`config.mk`:
```
export PLATFORM = sky130hd
export DESIGN_NAME = midi_rule_router
export DESIGN_NICKNAME = d
export VERILOG_FILES = /design/src/mrr_pkg.sv /design/src/mrr_front.sv /design/src/mrr_queue.sv /design/src/mrr_back.sv /design/src/midi_rule_router.sv
export SDC_FILE = /design/constraint.sdc
export NUM_CORES = 1
export LEC_CHECK = 0
export BUFFER_PORTS_ARGS = -buffer_cell sky130_fd_sc_hd__buf_2
export CAP_MARGIN = 0
export CELL_PAD_IN_SITES_DETAIL_PLACEMENT = 1
export CELL_PAD_IN_SITES_GLOBAL_PLACEMENT = 1
export CORE_MARGIN = 4
export CORE_UTILIZATION = 46
export CTS_CLUSTER_DIAMETER = 150
export CTS_CLUSTER_SIZE = 25
export DETAILED_ROUTE_END_ITERATION = 10
export PLACE_DENSITY_LB_ADDON = 0.08
export SYNTH_ARGS = -nofsm -noshare
export SYNTH_HDL_FRONTEND = slang
export SYNTH_SLANG_ARGS = --single-unit
```
`constraint.sdc`:
```
create_clock -name clk_i -period 11.5 [get_ports clk_i]
set_clock_uncertainty 0.05 [all_clocks]
set_input_delay 2.3 -clock clk_i [delete_from_list [all_inputs] [get_ports clk_i]]
set_output_delay 2.3 -clock clk_i [all_outputs]
set_load 0.005 [all_outputs]
```
`src/mrr_pkg.sv`:
```
package mrr_pkg;

  localparam int unsigned NUM_REGS  = 8;
  localparam int unsigned MAX_RULES = 8;
  localparam int unsigned REG_W     = 27;
  localparam int unsigned IDX_W     = 3;

  localparam logic [REG_W-1:0] RULE_RESET = 27'h600_0000;

  localparam logic [2:0] EV_NOTE_ON  = 3'd0;
  localparam logic [2:0] EV_NOTE_OFF = 3'd1;
  localparam logic [2:0] EV_CC       = 3'd2;

  localparam logic [4:0] CH_MAX = 5'd16;

  localparam logic signed [6:0] TR_MAX  = 7'sd48;
  localparam logic signed [6:0] TR_MIN  = -7'sd48;
  localparam logic signed [7:0] VO_MIN  = -8'sd127;
  localparam logic signed [7:0] VO_LOW  = -8'sd128;
  localparam logic [6:0]        DATA_MAX = 7'd127;

  typedef struct packed {
    logic              pass_cc;
    logic              pass_notes;
    logic signed [7:0] vel_off;
    logic signed [6:0] transpose;
    logic [3:0]        out_ch;
    logic [4:0]        in_ch;
    logic              en;
  } rule_t;

  typedef struct packed {
    logic [2:0]           ev_type;
    logic [4:0]           channel;
    logic [6:0]           data1;
    logic [6:0]           data2;
    logic [15:0]          sample_offset;
    logic [MAX_RULES-1:0] mask;
    logic                 pass;
  } job_t;

  typedef struct packed {
    logic [2:0]  ev_type;
    logic [4:0]  channel;
    logic [6:0]  data1;
    logic [6:0]  data2;
    logic [15:0] sample_offset;
    logic        last;
  } result_t;

endpackage

```
`src/mrr_front.sv`:
```
module mrr_front #(
  parameter int unsigned RULE_COUNT = 8
) (
  input  logic [2:0]      event_type_i,
  input  logic [4:0]      channel_i,
  input  logic [6:0]      data1_i,
  input  logic [6:0]      data2_i,
  input  logic [15:0]     sample_offset_i,
  input  mrr_pkg::rule_t  rules_i [mrr_pkg::NUM_REGS],
  input  logic            accept_i,
  output logic            job_push_o,
  output mrr_pkg::job_t   job_o
);
  import mrr_pkg::*;

  logic                 is_note;
  logic                 is_cc;
  logic [MAX_RULES-1:0] used;
  logic [MAX_RULES-1:0] admit;
  logic [4:0]           ich [MAX_RULES];

  assign is_note = (event_type_i == EV_NOTE_ON) || (event_type_i == EV_NOTE_OFF);
  assign is_cc   = (event_type_i == EV_CC);

  always_comb begin
    used  = '0;
    admit = '0;
    for (int i = 0; i < MAX_RULES; i++) begin
      ich[i] = (rules_i[i].in_ch > CH_MAX) ? CH_MAX : rules_i[i].in_ch;
      if (i < RULE_COUNT) begin
        used[i] = rules_i[i].en && ((ich[i] == 5'd0) || (ich[i] == channel_i));
        if (is_note) begin
          admit[i] = used[i] && rules_i[i].pass_notes;
        end else if (is_cc) begin
          admit[i] = used[i] && rules_i[i].pass_cc;
        end else begin
          admit[i] = used[i];
        end
      end
    end
  end

  always_comb begin
    job_o.ev_type       = event_type_i;
    job_o.channel       = channel_i;
    job_o.data1         = data1_i;
    job_o.data2         = data2_i;
    job_o.sample_offset = sample_offset_i;
    job_o.mask          = admit;
    job_o.pass          = ~(|used);
  end

  // events that match rules but are admitted by none are dropped here
  assign job_push_o = accept_i && (job_o.pass || (|admit));

endmodule

```
`src/mrr_queue.sv`:
```
module mrr_queue #(
  parameter int unsigned DEPTH = 2
) (
  input  logic          clk_i,
  input  logic          rst_ni,
  input  logic          push_i,
  input  mrr_pkg::job_t data_i,
  output logic          full_o,
  input  logic          pop_i,
  output logic          empty_o,
  output mrr_pkg::job_t data_o
);
  import mrr_pkg::*;

  localparam int unsigned AW = (DEPTH > 1) ? $clog2(DEPTH) : 1;
  localparam int unsigned CW = $clog2(DEPTH + 1);
  localparam logic [AW-1:0] LAST_PTR = AW'(DEPTH - 1);
  localparam logic [CW-1:0] FULL_CNT = CW'(DEPTH);

  job_t          mem_q [DEPTH];
  logic [AW-1:0] wr_ptr_q, wr_ptr_d;
  logic [AW-1:0] rd_ptr_q, rd_ptr_d;
  logic [CW-1:0] cnt_q, cnt_d;
  logic          do_push, do_pop;

  assign full_o  = (cnt_q == FULL_CNT);
  assign empty_o = (cnt_q == '0);
  assign do_push = push_i && !full_o;
  assign do_pop  = pop_i && !empty_o;
  assign data_o  = mem_q[rd_ptr_q];

  always_comb begin
    wr_ptr_d = wr_ptr_q;
    rd_ptr_d = rd_ptr_q;
    cnt_d    = cnt_q;
    if (do_push) begin
      wr_ptr_d = (wr_ptr_q == LAST_PTR) ? '0 : wr_ptr_q + AW'(1);
    end
    if (do_pop) begin
      rd_ptr_d = (rd_ptr_q == LAST_PTR) ? '0 : rd_ptr_q + AW'(1);
    end
    if (do_push && !do_pop) begin
      cnt_d = cnt_q + CW'(1);
    end else if (do_pop && !do_push) begin
      cnt_d = cnt_q - CW'(1);
    end
  end

  always_ff @(posedge clk_i or negedge rst_ni) begin
    if (!rst_ni) begin
      wr_ptr_q <= '0;
      rd_ptr_q <= '0;
      cnt_q    <= '0;
    end else begin
      wr_ptr_q <= wr_ptr_d;
      rd_ptr_q <= rd_ptr_d;
      cnt_q    <= cnt_d;
    end
  end

  always_ff @(posedge clk_i) begin
    if (do_push) begin
      mem_q[wr_ptr_q] <= data_i;
    end
  end

endmodule

```
`src/mrr_back.sv`:
```
module mrr_back (
  input  logic             clk_i,
  input  logic             rst_ni,
  input  mrr_pkg::rule_t   rules_i [mrr_pkg::NUM_REGS],
  input  logic             job_empty_i,
  input  mrr_pkg::job_t    job_i,
  output logic             job_pop_o,
  output logic             res_valid_o,
  output mrr_pkg::result_t res_o,
  input  logic             res_pop_i
);
  import mrr_pkg::*;

  logic                 busy_q, busy_d;
  job_t                 job_q, job_d;
  logic [MAX_RULES-1:0] rem_q, rem_d;
  logic                 out_valid_q, out_valid_d;
  result_t              out_q, out_d;

  logic                 adv;
  logic                 emit;
  logic                 last;
  logic [IDX_W-1:0]     idx;
  logic [MAX_RULES-1:0] rem_next;
  rule_t                rule;
  logic                 is_note;
  logic signed [6:0]    tr;
  logic signed [7:0]    vo;
  logic signed [8:0]    key_sum;
  logic signed [9:0]    vel_sum;
  logic [6:0]           key;
  logic [6:0]           vel;

  assign adv      = !out_valid_q || res_pop_i;
  assign emit     = busy_q && adv;
  assign rem_next = rem_q & (rem_q - MAX_RULES'(1));
  assign last     = job_q.pass || (rem_next == '0);

  always_comb begin
    idx = '0;
    for (int i = MAX_RULES - 1; i >= 0; i--) begin
      if (rem_q[i]) begin
        idx = IDX_W'(i);
      end
    end
  end

  assign rule    = rules_i[idx];
  assign is_note = (job_q.ev_type == EV_NOTE_ON) || (job_q.ev_type == EV_NOTE_OFF);

  always_comb begin
    priority if (rule.transpose > TR_MAX) begin
      tr = TR_MAX;
    end else if (rule.transpose < TR_MIN) begin
      tr = TR_MIN;
    end else begin
      tr = rule.transpose;
    end
    vo = (rule.vel_off == VO_LOW) ? VO_MIN : rule.vel_off;
    key_sum = $signed({2'b00, job_q.data1}) + $signed({{2{tr[6]}}, tr});
    vel_sum = $signed({3'b000, job_q.data2}) + $signed({{2{vo[7]}}, vo});
    priority if (key_sum[8]) begin
      key = '0;
    end else if (key_sum[7]) begin
      key = DATA_MAX;
    end else begin
      key = key_sum[6:0];
    end
    priority if (vel_sum[9]) begin
      vel = '0;
    end else if (vel_sum[8] || vel_sum[7]) begin
      vel = DATA_MAX;
    end else begin
      vel = vel_sum[6:0];
    end
  end

  assign job_pop_o = !job_empty_i && (!busy_q || (emit && last));

  always_comb begin
    busy_d      = busy_q;
    job_d       = job_q;
    rem_d       = rem_q;
    out_valid_d = out_valid_q;
    out_d       = out_q;
    if (res_pop_i) begin
      out_valid_d = 1'b0;
    end
    if (emit) begin
      out_valid_d         = 1'b1;
      out_d.ev_type       = job_q.ev_type;
      out_d.sample_offset = job_q.sample_offset;
      out_d.last          = last;
      if (job_q.pass) begin
        out_d.channel = job_q.channel;
        out_d.data1   = job_q.data1;
        out_d.data2   = job_q.data2;
      end else begin
        out_d.channel = {1'b0, rule.out_ch} + 5'd1;
        out_d.data1   = is_note ? key : job_q.data1;
        out_d.data2   = is_note ? vel : job_q.data2;
      end
      rem_d = rem_next;
      if (last) begin
        busy_d = 1'b0;
      end
    end
    if (job_pop_o) begin
      busy_d = 1'b1;
      job_d  = job_i;
      rem_d  = job_i.mask;
    end
  end

  always_ff @(posedge clk_i or negedge rst_ni) begin
    if (!rst_ni) begin
      busy_q      <= 1'b0;
      out_valid_q <= 1'b0;
    end else begin
      busy_q      <= busy_d;
      out_valid_q <= out_valid_d;
    end
  end

  always_ff @(posedge clk_i) begin
    job_q <= job_d;
    rem_q <= rem_d;
    out_q <= out_d;
  end

  assign res_valid_o = out_valid_q;
  assign res_o       = out_q;

endmodule

```
`src/midi_rule_router.sv`:
```
// midi_rule_router: routes MIDI events through up to eight packed rules.
// input channel: queue style, an event transaction is taken on a clock edge
//   with push_i high and full_o low; full_o rises only while the internal
//   job queue between classifier and emitter is full.
// result channel: queue style, the oldest result sits on the out_* ports
//   while empty_o is low and leaves on a clock edge with pop_i high.
// configuration: cfg_we_i writes cfg_data_i into rule cfg_index_i at once;
//   write only while no event is in flight.
// path: an event is written into the job queue, then loaded into the emitter's job
//   register, and its first result shows on empty_o from the result register.
// throughput: one result per cycle from the emitter while the result register is
//   empty or being popped; an event with n admitted copies yields n results (1 on
//   pass-through, up to RULE_COUNT); dropped events never reach the emitter. A new
//   event can be taken every cycle while the job queue has room.
// reset: rules return to their reset value (disabled), queues empty.
// stall: with pop_i low the result register holds; the emitter stops, the
//   job queue fills and then full_o holds off further events.
module midi_rule_router #(
  parameter int unsigned RULE_COUNT  = 8,
  parameter int unsigned QUEUE_DEPTH = 2
) (
  input  logic        clk_i,
  input  logic        rst_ni,
  input  logic        push_i,
  output logic        full_o,
  input  logic [2:0]  event_type_i,
  input  logic [4:0]  channel_i,
  input  logic [6:0]  data1_i,
  input  logic [6:0]  data2_i,
  input  logic [15:0] sample_offset_i,
  output logic        empty_o,
  input  logic        pop_i,
  output logic [2:0]  out_type_o,
  output logic [4:0]  out_channel_o,
  output logic [6:0]  out_data1_o,
  output logic [6:0]  out_data2_o,
  output logic [15:0] out_sample_offset_o,
  output logic        last_of_run_o,
  input  logic        cfg_we_i,
  input  logic [mrr_pkg::IDX_W-1:0] cfg_index_i,
  input  logic [mrr_pkg::REG_W-1:0] cfg_data_i
);
  import mrr_pkg::*;

  rule_t   rule_q [NUM_REGS];
  logic    accept;
  logic    job_push;
  job_t    job_in;
  logic    job_pop;
  logic    job_empty;
  job_t    job_head;
  logic    res_valid;
  result_t res;

  always_ff @(posedge clk_i or negedge rst_ni) begin
    if (!rst_ni) begin
      for (int i = 0; i < NUM_REGS; i++) begin
        rule_q[i] <= rule_t'(RULE_RESET);
      end
    end else if (cfg_we_i) begin
      rule_q[cfg_index_i] <= rule_t'(cfg_data_i);
    end
  end

  assign accept = push_i && !full_o;

  mrr_front #(
    .RULE_COUNT(RULE_COUNT)
  ) u_front (
    .event_type_i   (event_type_i),
    .channel_i      (channel_i),
    .data1_i        (data1_i),
    .data2_i        (data2_i),
    .sample_offset_i(sample_offset_i),
    .rules_i        (rule_q),
    .accept_i       (accept),
    .job_push_o     (job_push),
    .job_o          (job_in)
  );

  mrr_queue #(
    .DEPTH(QUEUE_DEPTH)
  ) u_queue (
    .clk_i  (clk_i),
    .rst_ni (rst_ni),
    .push_i (job_push),
    .data_i (job_in),
    .full_o (full_o),
    .pop_i  (job_pop),
    .empty_o(job_empty),
    .data_o (job_head)
  );

  mrr_back u_back (
    .clk_i      (clk_i),
    .rst_ni     (rst_ni),
    .rules_i    (rule_q),
    .job_empty_i(job_empty),
    .job_i      (job_head),
    .job_pop_o  (job_pop),
    .res_valid_o(res_valid),
    .res_o      (res),
    .res_pop_i  (pop_i)
  );

  assign empty_o             = !res_valid;
  assign out_type_o          = res.ev_type;
  assign out_channel_o       = res.channel;
  assign out_data1_o         = res.data1;
  assign out_data2_o         = res.data2;
  assign out_sample_offset_o = res.sample_offset;
  assign last_of_run_o       = res.last;

endmodule

```
Word-level counts from Yosys, hierarchy flattened

Memory sizes are Yosys's and may differ from the RTL's.
Cells that the tools add are included.

Flip-flop bits (word level): 308
Bits in latches: 0
RAM bits: 94
Bits in read-only memories: 0
Output and inout port bits: 41
Logic and storage cells: 248
Memories: 1

Memory list:

| memory        | words | width | read ports | clocked after memory_dff | write ports | line            | RTL |
|---|---|---|---|---|---|---|---|
| u_queue.mem_q | 2     | 47    | 1          | 0                        | 1           | mrr_queue.sv:20 | `job_t mem_q [DEPTH];` |

Add/subtract/negate cells: 8
Multipliers: 0
Div/mod/pow operators: 0
Magnitude comparators: 13
Equality and inequality tests: 13
Shift-type cells: 0
Muxes and demuxes: 61
Bitwise gates (word level): 4
Reductions and logical operators: 74

Operator list:

| cell                                                 | count |
|---|---|
| bitwise mux 216 bit                                  | 1 |
| binary-select mux 27 bit (select 3 bit)              | 1 |
| demux 27 bit (select 3 bit)                          | 1 |
| two-way mux 7 bit                                    | 8 |
| two-way mux 25 bit                                   | 2 |
| equality test 5 bit                                  | 8 |
| greater-than comparator 5 bit, second input constant | 8 |
| zero test 5 bit                                      | 8 |
| two-way mux 5 bit                                    | 8 |
| logical AND 1 bit                                    | 34 |
| two-way mux 27 bit                                   | 1 |
| two-way mux 1 bit                                    | 25 |
| two-way mux 3 bit                                    | 8 |
| two-way mux 8 bit                                    | 3 |
| two-way mux 19 bit                                   | 1 |
| OR reduction 8 bit                                   | 2 |
| logical OR 1 bit                                     | 15 |
| adder 8 x 7 -> 9 bit                                 | 1 |
| adder 8 x 8 -> 9 bit                                 | 1 |
| AND 8 bit                                            | 1 |
| equality test 8 bit, second input constant           | 1 |
| >= comparator 4 bit, second input constant           | 2 |
| zero test 8 bit                                      | 1 |
| NOT 3 -> 4 bit                                       | 2 |
| 18 further kinds                                     | 30 |

Depth between registers and ports, before layout

Depth after elaboration: 20
Depth in mapped cells: 21
Gate-level depth less buffers: 19

By module

From an unflattened synthesis, not the netlist that was laid out.

Cell total of the unflattened synthesis: 1308
Area total of the unflattened synthesis: 18448.9 µm²

Modules (own cells, without submodules):

| module           | times used | cells each | area an instance (µm²) | seq. area each (µm²) |
|---|---|---|---|---|
| midi_rule_router | 1          | 465        | 8130.3                 | 5425.2 |
| mrr_back         | 1          | 481        | 5322.6                 | 2632.5 |
| mrr_queue        | 1          | 165        | 3667.3                 | 2922.8 |
| mrr_front        | 1          | 197        | 1328.8                 | 0.0 |

Worst setup path before layout

No wires, ideal clock.

Kind: input-to-reg
Start: input channel_i[0]
End: memory u_queue.mem_q[0][0] (netlist bit) (enable)
Data arrival time: 5.636 ns
Data required time: 10.998 ns
Slack: 5.362 ns
Cell stages on the path: 9
Cells stage by stage: buf_2 -> or3_1 -> o22ai_1 -> a22oi_1 -> nand3_1 -> nor3_1 -> and3_1 -> o31ai_1 -> nor2_1

RTL lines:

| what            | line                   | RTL |
|---|---|---|
| start, declared | midi_rule_router.sv:27 | `input logic [4:0] channel_i,` |
| end, declared   | mrr_queue.sv:20        |  |

Final worst setup path

Start: register u_back.rem_q[4]
End: register u_back.out_q, in the netlist u_back.res_o[29] (data pin)

Longest elaborated chain between the ends: 17
Elaborated cells on any way between the ends: 18
Classes of those cells: add/sub (1); order compare (2); mux (14); bitwise (1)

RTL lines:

| what                                                    | line            | RTL |
|---|---|---|
| start, declared                                         | mrr_back.sv:16  | `logic [MAX_RULES-1:0] rem_q, rem_d;` |
| start signal, assigned                                  | mrr_back.sv:127 | `rem_q <= rem_d;` |
| two-way mux 3 bit * (5 in a row)                        | mrr_back.sv:42  | `if (rem_q[i]) begin` |
| NOT 3 -> 4 bit (not written as such) *                  | mrr_back.sv:48  | `assign rule = rules_i[idx];` |
| binary-select mux 27 bit (select 3 bit) *               | mrr_back.sv:48  |  |
| two-way mux 25 bit (not written as such) * (2 in a row) | mrr_back.sv:48  |  |
| < comparator 7 bit                                      | mrr_back.sv:54  | `end else if (rule.transpose < TR_MIN) begin` |
| two-way mux 7 bit                                       | mrr_back.sv:54  |  |
| two-way mux 7 bit *                                     | mrr_back.sv:52  | `priority if (rule.transpose > TR_MAX) begin` |
| adder 8 x 7 -> 9 bit *                                  | mrr_back.sv:60  | `key_sum = $signed({2'b00, job_q.data1}) + $signed({{2{tr[6]}}, tr});` |
| two-way mux 7 bit                                       | mrr_back.sv:64  | `end else if (key_sum[7]) begin` |
| two-way mux 7 bit *                                     | mrr_back.sv:62  | `priority if (key_sum[8]) begin` |
| two-way mux 7 bit *                                     | mrr_back.sv:100 | `out_d.data1 = is_note ? key : job_q.data1;` |
| two-way mux 19 bit *                                    | mrr_back.sv:94  | `if (job_q.pass) begin` |
| end signal, assigned                                    | mrr_back.sv:128 | `out_q <= out_d;` |
| end, declared                                           | mrr_back.sv:18  | `result_t out_q, out_d;` |

Every way passes the cells marked *; elsewhere a longest branch is shown, timed or not. The select of a mux whose other input is x is not followed.
A chain may end at the register's enable or synchronous reset.

==> impl_metrics.json <==
{
  "status": "finished clean",
  "yosys-mux-area-fraction": 0.195,
  "pwr_density_cell_nw_per_um2": 271,
  "async_flop_share": 0.552,
  "area_delta_synth_final_pct": 9.62,
  "overflow": 0,
  "holdWs_ns": 0.378,
  "critPathMaxStageDelay_ns": 0.59,
  "num_vias": 10255,
  "drive_gt1_frac": 0.358,
  "syn-instance-count": 1201,
  "ctsResizeCount": 0,
  "crit_path_cell_trace": "nor4_2 -> or2_0 -> buf_4 -> o21ai_0 -> a221o_1 -> o221ai_2 -> nand2b_1 -> mux2i_2 -> nor2_1 -> ha_1 -> a21o_1 -> a21oi_1 -> o21ai_0 -> o211a_1 -> o31ai_1 -> a211oi_1 -> a311oi_1 -> nor2_1",
  "synth.avg_cell_area_sq_um": 14.8,
  "via_per_inst": 5.63,
  "start_util": 0.469,
  "synth_top_family_by_area": "multiplexers",
  "synth_edf_count": 180,
  "crit_type": "register to register",
  "synth-simple-area-share": 0.0498,
  "worstPathRequired_ns": 11.76,
  "final_core_util": 0.514,
  "synth_xor_area_frac": 0.0252,
  "r2r_cells": 18,
  "worst_slack_ns": 5.90,
  "io_pins": 114,
  "finalCritPeriodShare": 0.487,
  "antenna_left": 0,
  "cp.arrival_ns": 5.86,
  "first_pass_iters": 5,
  "hold_start": "u_back.job_q[22]",
  "timing.rr.start": "u_back.rem_q[4]",
  "io_buffers": 113,
  "clk_pin_slew_worst_paths_ns": 0.11,
  "timing.max_cap.violations": 0,
  "drtIter0Drc": 421,
  "cts_setup_buffers": 0,
  "synthesis.area_sq_um": 17700,
  "setup_tns_ns": 0,
  "wl_per_cell_um": 23.5,
  "die_area_sq_um": 41800,
  "hold_viol": 0,
  "final-setup-viol-count": 0,
  "final_cell_mix": "mux2_2, dfrtp_1, edfxtp_1",
  "insertion_delay_ns": 0.53,
  "post-route-drc-count": 0,
  "die_y_um": 204,
  "finalWeightedCongestion": 0.768,
  "p_leak_nw": 7.68,
  "rows": 71,
  "maxSlewViolCount": 0,
  "synth_flop_cell": "dfrtp_1",
  "tightest_slew_ns": 1.09,
  "antenna_found_initial": 1,
  "track_usage": 0.205,
  "root_buffer": "clkbuf_16",
  "numCtsBuffers": 20,
  "irDropWorstVdd_uv": 131,
  "cp_num_buf_inv": 1,
  "min_path_cells": 0,
  "ys_seq_area_frac": 0.619,
  "numClockSinks": 402,
  "min_to": "u_back.res_o[14]",
  "dp_slack_ns": 5.85,
  "reg2reg_to": "u_back.res_o[29]",
  "final_common_cell": "mux2_2",
  "slowest_stage": "nor4_2",
  "die_x_um": 204,
  "grt_pass1_wl_mm": 66.7,
  "yosys_warnings": 0,
  "ff2ff_setup_slack_ns": 5.90,
  "grt_max_degree": 106,
  "cp-end-kind": "register",
  "grt_pass1_vias": 11208,
  "cp_max_fo": 11,
  "synth_seq_cells": 402,
  "rsz0062_at_grt": "false",
  "clk_path_buf_depth": 3,
  "critPathTopFamily": "compound AO/OA/AOI/OAI gates",
  "holdBufCountCts": 0,
  "synth_cell_types": 81,
  "finalWirelength_mm": 42.8,
  "startpoint_type": "register",
  "cts.htree.levels": 1,
  "hold_path.class": "register to register",
  "final.min_clock_period_ns": 5.60,
  "fp.coreArea_sq_um": 37800,
  "cts_tree": "yes",
  "synth-compound-area-share": 0.0740,
  "syn-num-nets": 1293,
  "place_hpwl_mm": 28.3,
  "nNetsFinal": 1392,
  "clock.fmax_mhz": 179,
  "slew_headroom": 0.271,
  "yosys.area_share.adder": 0.0154
}
cells by family (layout without fill, tap and decap cells):
logic type	Yosys count	count (layout)
XOR/XNOR	51	51
AND/OR/NAND/NOR	173	173
adder cells (fa/ha/maj)	21	21
AO/OA/AOI/OAI	170	170
other	0	2
flip-flops	402	402
multiplexers	306	306
buffers and inverters	78	187
metrics by stage:
step                total power, mW  instances  instance area, sq um
finish                         5.27       1823                 19500
global route                   5.65       1822                 19500
CTS                            5.35       1821                 19400
detailed placement             4.53       1789                 18900
global placement               4.46       1789                 18900
floorplan                      3.84       1201                 17700
per-layer routing:
metal  vias up  global-route usage  wire [um]  share of wire
met4         0              0.0517       1150          0.027
met3        50              0.0168        918          0.021
met5         -                   0          0              0
met2       125               0.378      22600           0.53
li1       4706                   -          -              -
met1      5374               0.262      18100           0.42
worst max-delay path by stage:
stage          slack [ns]       startpoint  cells past startpoint             endpoint
6_report             5.90  u_back.rem_q[4]                     18     u_back.res_o[29]
5_1_grt              5.50  u_back.rem_q[4]                     18     u_back.res_o[29]
4_1_cts              5.86  u_back.rem_q[4]                     19     u_back.res_o[23]
3_5_place_dp         5.85  u_back.rem_q[4]                     18     u_back.res_o[29]
3_3_place_gp         5.87  u_back.rem_q[4]                     19     u_back.res_o[21]
2_1_floorplan        5.36     channel_i[0]                      9  u_queue.mem_q[0][0]
Yosys cell counts (4+ instances only):
master	number	area [sq um]
a221oi_1	13	114
dfrtp_1	206	5150
o21a_1	8	60.1
a22o_1	9	78.8
mux2_2	254	2860
o221a_2	6	67.6
nor4_1	6	37.5
nand2_1	35	131
buf_2	11	55.1
nor2b_1	4	25.0
nand3_1	4	20.0
o22ai_1	15	93.8
inv_1	21	78.8
buf_6	6	67.6
ha_1	17	213
mux4_2	6	135
o31a_1	4	35.0
edfxtp_1	180	5410
o21ai_0	21	105
o221ai_1	13	114
mux2i_1	45	450
xnor2_1	16	140
a21o_1	6	45.0
dfstp_2	16	420
nor2_1	53	199
o31ai_1	5	37.5
nor3_1	16	80.1
nor3b_1	4	30.0
xor2_1	35	307
nor4b_1	4	35.0
a21oi_1	14	70.1
a211oi_1	5	37.5
nand4_1	9	56.3
a211o_1	7	61.3
clkbuf_1	32	120
a22oi_1	11	82.6
nand2b_1	10	62.6
power by group:
part | internal, mW | switching, mW
Combinational | 0.950 | 1.26
Sequential | 2.03 | 0.237
Clock | 0.346 | 0.456
flip-flops by register name (all words and copies together) (netlist names):
name,cells
rule_q,216
u_back.busy_q,1
u_back.job_q,39
u_back.rem_q,8
u_back.res_o,39
u_back.res_valid_o,1
u_queue.cnt_q,2
u_queue.mem_q,94
u_queue.rd_ptr_q,1
u_queue.wr_ptr_q,1
area by class of cell:
cell class                      instances  area [sq um]
Antenna cell                            2          5.00
Clock buffer                           31           563
Inverter                               22          82.6
Clock inverter                          1          30.0
Tap cell                              511           639
Sequential cell                       402         11000
Fill cell                            3736         18400
Multi-Input combinational cell        721          6430
Timing Repair Buffer                  133           726
Power figures use the tool's default switching activity.
